[src/rtl/core/rpn_pkg.sv]
// Package: shared constants, codes and types for the RPN stack calculator.
package rpn_pkg;
    localparam int StackDepth = 128;
    localparam int PtrW = $clog2(StackDepth);
    localparam int CntW = $clog2(StackDepth + 1);

    typedef enum logic [2:0] {
        MODE_PUSH  = 3'd0,
        MODE_ADD   = 3'd1,
        MODE_SUB   = 3'd2,
        MODE_MUL   = 3'd3,
        MODE_DIV   = 3'd4,
        MODE_MOD   = 3'd5,
        MODE_PRINT = 3'd6,
        MODE_NONE  = 3'd7
    } mode_t;

    typedef enum logic [1:0] {
        ST_OK    = 2'd0,
        ST_EMPTY = 2'd1,
        ST_FULL  = 2'd2,
        ST_ZDIV  = 2'd3
    } status_t;

    localparam logic [63:0] QMax = 64'h7FFF_FFFF_FFFF_FFFF;
    localparam logic [63:0] QMin = 64'h8000_0000_0000_0000;

    typedef struct packed {
        logic        start;
        logic        is_mod;
        logic [95:0] dividend;
        logic [63:0] divisor;
    } div_req_t;

    typedef struct packed {
        logic        done;
        logic        ovf;
        logic [63:0] quot;
        logic [63:0] rem;
    } div_rsp_t;
endpackage

[src/rtl/core/rpn_divider.sv]
// Restoring shift-subtract divider, one quotient bit per cycle.
module rpn_divider
    import rpn_pkg::*;
(
    input  logic     clk,
    input  logic     rst_n,
    input  div_req_t req,
    output div_rsp_t rsp
);
    logic [95:0] dvd_reg;
    logic [63:0] dvs_reg;
    logic [64:0] rem_reg;
    logic [63:0] quo_reg;
    logic        ovf_reg;
    logic [6:0]  cnt_reg;
    logic        busy_reg;
    logic        done_reg;
    logic [64:0] shifted;
    logic        ge;

    assign shifted = {rem_reg[63:0], dvd_reg[95]};
    assign ge      = shifted >= {1'b0, dvs_reg};

    always_ff @(posedge clk or negedge rst_n)
    begin
        if (!rst_n)
        begin
            busy_reg <= 1'b0;
            done_reg <= 1'b0;
            cnt_reg  <= '0;
        end
        else
        begin
            done_reg <= 1'b0;
            if (req.start)
            begin
                busy_reg <= 1'b1;
                // mod divides the 32-bit integer parts only
                cnt_reg  <= req.is_mod ? 7'd64 : 7'd96;
            end
            else if (busy_reg)
            begin
                cnt_reg <= cnt_reg - 7'd1;
                if (cnt_reg == 7'd1)
                begin
                    busy_reg <= 1'b0;
                    done_reg <= 1'b1;
                end
            end
        end
    end

    always_ff @(posedge clk)
    begin
        if (req.start)
        begin
            dvd_reg <= req.dividend;
            dvs_reg <= req.divisor;
            rem_reg <= '0;
            quo_reg <= '0;
            ovf_reg <= 1'b0;
        end
        else if (busy_reg)
        begin
            dvd_reg <= {dvd_reg[94:0], 1'b0};
            rem_reg <= ge ? (shifted - {1'b0, dvs_reg}) : shifted;
            quo_reg <= {quo_reg[62:0], ge};
            if (quo_reg[63])
            begin
                ovf_reg <= 1'b1;
            end
        end
    end

    assign rsp.done = done_reg;
    assign rsp.ovf  = ovf_reg;
    assign rsp.quot = quo_reg;
    assign rsp.rem  = rem_reg[63:0];
endmodule

[config.mk]
export PLATFORM = sky130hd
export DESIGN_NAME = rpn_divider
export DESIGN_NICKNAME = d
export VERILOG_FILES = /design/src/rtl/core/rpn_pkg.sv /design/src/rtl/core/rpn_divider.sv
export SDC_FILE = /design/constraint.sdc
export NUM_CORES = 1
export LEC_CHECK = 0
export BUFFER_PORTS_ARGS = -buffer_cell sky130_fd_sc_hd__buf_2
export CAP_MARGIN = 40
export CELL_PAD_IN_SITES_DETAIL_PLACEMENT = 1
export CELL_PAD_IN_SITES_GLOBAL_PLACEMENT = 1
export CORE_MARGIN = 2
export CORE_UTILIZATION = 47
export CTS_CLUSTER_DIAMETER = 50
export CTS_CLUSTER_SIZE = 40
export DETAILED_ROUTE_END_ITERATION = 7
export PLACE_DENSITY = 0.91
export REMOVE_ABC_BUFFERS = 1
export SKIP_LAST_GASP = 1
export SLEW_MARGIN = 20
export SYNTH_ARGS = -nofsm -noshare
export SYNTH_HDL_FRONTEND = slang
export SYNTH_SLANG_ARGS = --single-unit
[constraint.sdc]
create_clock -name clk -period 8.3 [get_ports clk]
set_input_delay 0.415 -clock clk [delete_from_list [all_inputs] [get_ports clk]]
set_output_delay 0.415 -clock clk [all_outputs]
set_load 0.01 [all_outputs]
# Word-level counts from Yosys, hierarchy flattened
# Index checks and enable logic that the tools add are counted.
dict set report classes {
  add_sub_neg 2
  n_mul 0
  div_mod_pow 0
  magnitude_cmp 1
  n_eq_ne 1
  n_shift 0
  muxes 12
  bitwise 0
  reduce_logical 2
}
# cell n
set op_table {}
lappend op_table {{96-bit 2-to-1 mux} 2}
lappend op_table {{65-bit by 64-bit greater-or-equal comparator with 1-bit output} 1}
lappend op_table {{64-bit 2-to-1 mux} 1}
lappend op_table {{64-bit subtractor} 1}
lappend op_table {{7-bit 2-to-1 mux} 2}
lappend op_table {{7-bit by 1-bit equality test with 1-bit output (second input constant)} 1}
lappend op_table {{7-bit by 1-bit subtractor with 7-bit output (second input constant)} 1}
lappend op_table {{1-bit 2-to-1 mux} 6}
lappend op_table {{6-bit 2-to-1 mux} 1}
lappend op_table {{2-bit AND reduction} 1}
lappend op_table {{2-bit nonzero test} 1}
dict set report totals {
  ff_bits 298
  latchBits 0
  ram_bits 0
  romBits 0
  inputBits 164
  n_memories 0
}

# Longest topological paths before layout
dict set report depth {
  depth_word 4
  depth_mapped 15
  depth_no_buf 13
}

# Least setup slack after synthesis
# OpenSTA, ideal clock, no wires.
dict set report synth_path {
  path_type {input to register}
  startpoint {input port req[161] (netlist name)}
  endpoint {register dvd_reg[0], enable pin}
  setup_time_ns 0.458
  arrival_time_ns 3.162
  t_required_ns 7.842
  setup_slack_ns 4.680
  cell_stages 5
  path_buffers 3
  cell_sequence {clkbuf_1 > clkbuf_1 > inv_1 > clkbuf_1 > nand2_1}
}
dict set report synth_between {
  elab_chain_len 1
}
# item line_no
set synth_lines {}
lappend synth_lines {{start, declared} rpn_divider.sv:7} ;# input div_req_t req,
lappend synth_lines {{2-bit nonzero test (no source line)} --}
lappend synth_lines {{end signal, assigned} rpn_divider.sv:57} ;# dvd_reg <= req.dividend;
lappend synth_lines {{end signal, assigned} rpn_divider.sv:65} ;# dvd_reg <= {dvd_reg[94:0], 1'b0};
lappend synth_lines {{end, declared} rpn_divider.sv:10} ;# logic [95:0] dvd_reg;
# Every way passes these cells.
# A chain may end at the register's enable or synchronous reset.

# Final worst setup path
dict set report layout_path {
  startpoint {register dvs_reg[3]}
  endpoint {register rem_reg[2]}
}
dict set report layout_between {
  elab_chain_len 2
}
# item line_no
set layout_lines {}
lappend layout_lines {{start, declared} rpn_divider.sv:11} ;# logic [63:0] dvs_reg;
lappend layout_lines {{start signal, assigned} rpn_divider.sv:58} ;# dvs_reg <= req.divisor;
lappend layout_lines {{65-bit by 64-bit greater-or-equal comparator with 1-bit output} rpn_divider.sv:22} ;# assign ge = shifted >= {1'b0, dvs_reg};
lappend layout_lines {{64-bit 2-to-1 mux} rpn_divider.sv:66} ;# rem_reg <= ge ? (shifted - {1'b0, dvs_reg}) : shifted;
lappend layout_lines {{end signal, assigned} rpn_divider.sv:66}
lappend layout_lines {{end, declared} rpn_divider.sv:12} ;# logic [64:0] rem_reg;
# Every way passes these cells.

==> flow_metrics.env <==
export IMPL_synthDistinctLibCells=81
export IMPL_antenna_left=0
export IMPL_synth_edff_count=160
export IMPL_leakage_uw=0.00857
export IMPL_critPathMaxFanout=47
export IMPL_largest_reg_flops=96
export IMPL_powerDensity_nw_per_um2=312
export IMPL_dp_hpwl_mm=33.9
export IMPL_ff_latch_area_um2=7620
export IMPL_root_buffer="clkbuf_16"
export IMPL_hold_path_class="primary input to flop"
export IMPL_antenna_found_initial=16
export IMPL_ys_seq_area_frac=0.488
export IMPL_post_cts_setup_buffer_count=0
export IMPL_wl_per_cell_um=21.2
export IMPL_drt_iter0_markers=754
export IMPL_fmax_ghz=0.263
export IMPL_dr_pass1_iters=6
export IMPL_clk_latency_ns=0.55
export IMPL_cp_required_ns=8.74
export IMPL_rsz0062_at_grt="false"
export IMPL_ir_drop_uv=212
export IMPL_grt_pass1_vias=13300
export IMPL_rr_worst_depth=12
export IMPL_h_tree_depth=2
export IMPL_async_flop_share=0.0302
export IMPL_outcome="completed"
export IMPL_min_period_over_period=0.458
export IMPL_yosysWarnings=0
export IMPL_fin_nets=2015
export IMPL_syn_to_final_growth_pct=18.7
export IMPL_syn_area_per_cell_um2=10.2
export IMPL_cts_tree="done"
export IMPL_skew_ns=0.0341
export IMPL_cts_hold_buffers=1
export IMPL_final_core_util=0.568
export IMPL_worst_hold_path_num_cells=1
export IMPL_final_hold_viol_count=0
export IMPL_pre_cts_slack_ns=4.58
export IMPL_cap_violations=0
export IMPL_relSlewSlack=0.237
export IMPL_die_area_um2=34700
export IMPL_r2r_setup_slack_ns=4.50
export IMPL_multi_input_area_um2=7260
export IMPL_ctsResizeCount=0
export IMPL_io_pins=294
export IMPL_power_total_uw=5780
export IMPL_dieWidth_um=186
export IMPL_grt_pass1_wl_mm=74.1
export IMPL_fin_setup_tns_ns=0
export IMPL_clock_sinks=298
export IMPL_finalCriticalPeriod_ns=3.80
export IMPL_worstMarginPinSlew_ns=1.15
export IMPL_path_clk_slew_ns=0.08
export IMPL_synth_area_um2=15600
export IMPL_rows=66
export IMPL_numCtsBuffers=34
export IMPL_core_area_um2=32600
export IMPL_grt_overflow=0
export IMPL_ys_ff_latch=298
export IMPL_critical_path_startpoint_type="flop"
export IMPL_fillers=3586
export IMPL_end_kind="flop"
export IMPL_numPortBuffers=293
export IMPL_drc=0
export IMPL_initial_core_util=0.478
export IMPL_cts_buffer_depth=3
export IMPL_vias_per_cell=5.60
export IMPL_critPathKind="flop to flop"
export IMPL_grt_use_total=0.275
export IMPL_vias=12600
export IMPL_grt_max_degree=203
export IMPL_setup_ws_ns=4.50
export IMPL_drive_above_1_share=0.263
export IMPL_synth_ff_type="edfxtp_1"
export IMPL_setup_violations=0
export IMPL_critPathArrivalTime_ns=4.24
export IMPL_globalplace_congestion=0.890
export IMPL_drv_slew=0
export IMPL_routed_wl_mm=47.9
export IMPL_die_h_um=186
export IMPL_synth_cells=1532
[stage by stage]
step                      hold WS [ns]  cells  cell area, µm²
after floorplan                  0.119   1446           15200
after global placement           0.273   2187           17300
after detailed placement         0.280   2188           17300
after CTS                       0.0193   2250           18500
after global routing            0.0146   2254           18500
final                           0.0368   2257           18500
[final timing paths]
path	startpoint	to
setup / recovery	dvs_reg[3]$_DFFE_PP_	rem_reg[2]$_SDFFE_PP0P_
hold / removal	req[6]	dvs_reg[6]$_DFFE_PP_
setup reg to reg	dvs_reg[3]$_DFFE_PP_	rem_reg[2]$_SDFFE_PP0P_
hold reg to reg	ovf_reg$_SDFFE_PP0P_	ovf_reg$_SDFFE_PP0P_
max in group asynchronous	rst_n	busy_reg$_DFF_PN0_
min in group asynchronous	rst_n	cnt_reg[0]$_DFFE_PN0P_
[placed cells by master, fill, tap and decap left out, drive strengths merged, types with 3 or more instances in the layout]
master and count:
nand4 21, nor4 8, o21bai 13, and2 7, nand3b 3, nor2b 5, clkinv 9, inv 105
o211ai 9, dfxtp 129, clkbuf 36, ha 66, nor2 175, buf 301, or4 3, dfrtp 9
mux2i 65, nand2 168, nor3 19, xor2 25, a311oi 42, o21a 10, o21ai 49, o31a 3
a21o 25, o221ai 7, a211oi 26, nand3 21, a21boi 9, and3 4, or2 4, a31oi 8
o31ai 3, edfxtp 160, nand2b 7, xnor2 32, diode 6, a41oi 3, mux2 96, a21oi 88
[critical path, stage by stage (launching register included)]
cell and delay [ns]:
edfxtp_1 0.36, inv_1 0.06, ha_1 0.37, nand3_1 0.14, o21bai_4 0.21, a211oi_2 0.27
o211ai_2 0.17, a31oi_4 0.34, a21oi_2 0.16, o31ai_4 0.46, buf_4 0.57, nand3_1 0.21
a311oi_1 0.36
[power by group]
part | leakage [µW] | switching, µW | internal [µW] | total [µW]
clock network | 0.000553 | 702 | 834 | 1540
logic | 0.00521 | 1390 | 866 | 2260
registers | 0.00280 | 203 | 1790 | 1990
[synthesized netlist by cell type (all sizes together), types with 26 or more instances]
| master | count | area, µm² |
|---|---|---|
| a311oi | 42 | 368 |
| nand2 | 168 | 631 |
| a21oi | 88 | 444 |
| dfxtp | 129 | 2580 |
| o21ai | 49 | 245 |
| mux2i | 65 | 651 |
| buf | 30 | 188 |
| inv | 91 | 342 |
| mux2 | 96 | 1080 |
| nor2 | 175 | 657 |
| a211oi | 26 | 210 |
| clkbuf | 56 | 211 |
| ha | 66 | 826 |
| xnor2 | 32 | 280 |
| edfxtp | 160 | 4800 |
[logic make-up after synthesis]
kind of cell,Yosys count,share of synthesized area
simple gates,454,0.126
compound gates,317,0.141
flops,298,0.488
buf+inv,178,0.0477
mux,161,0.111
fa+ha+maj,67,0.0542
xor+xnor,57,0.0320
[metal layers]
metal	GRT usage	up-vias	share of wire
met5	0	-	0.0023
met1	0.313	6179	0.39
met3	0.0827	81	0.073
met2	0.500	334	0.51
met4	0.0721	18	0.022
li1	-	6030	-
[cell type report]
cell class | instances | share of cell area
Antenna cell | 6 | 0.000811
Clock buffer | 36 | 0.0469
Clock inverter | 25 | 0.0142
Inverter | 92 | 0.0186
Multi-Input combinational cell | 1056 | 0.392
Sequential cell | 298 | 0.411
Tap cell | 442 | 0.0299
Timing Repair Buffer | 302 | 0.0864
Power figures use the tool's default switching activity.
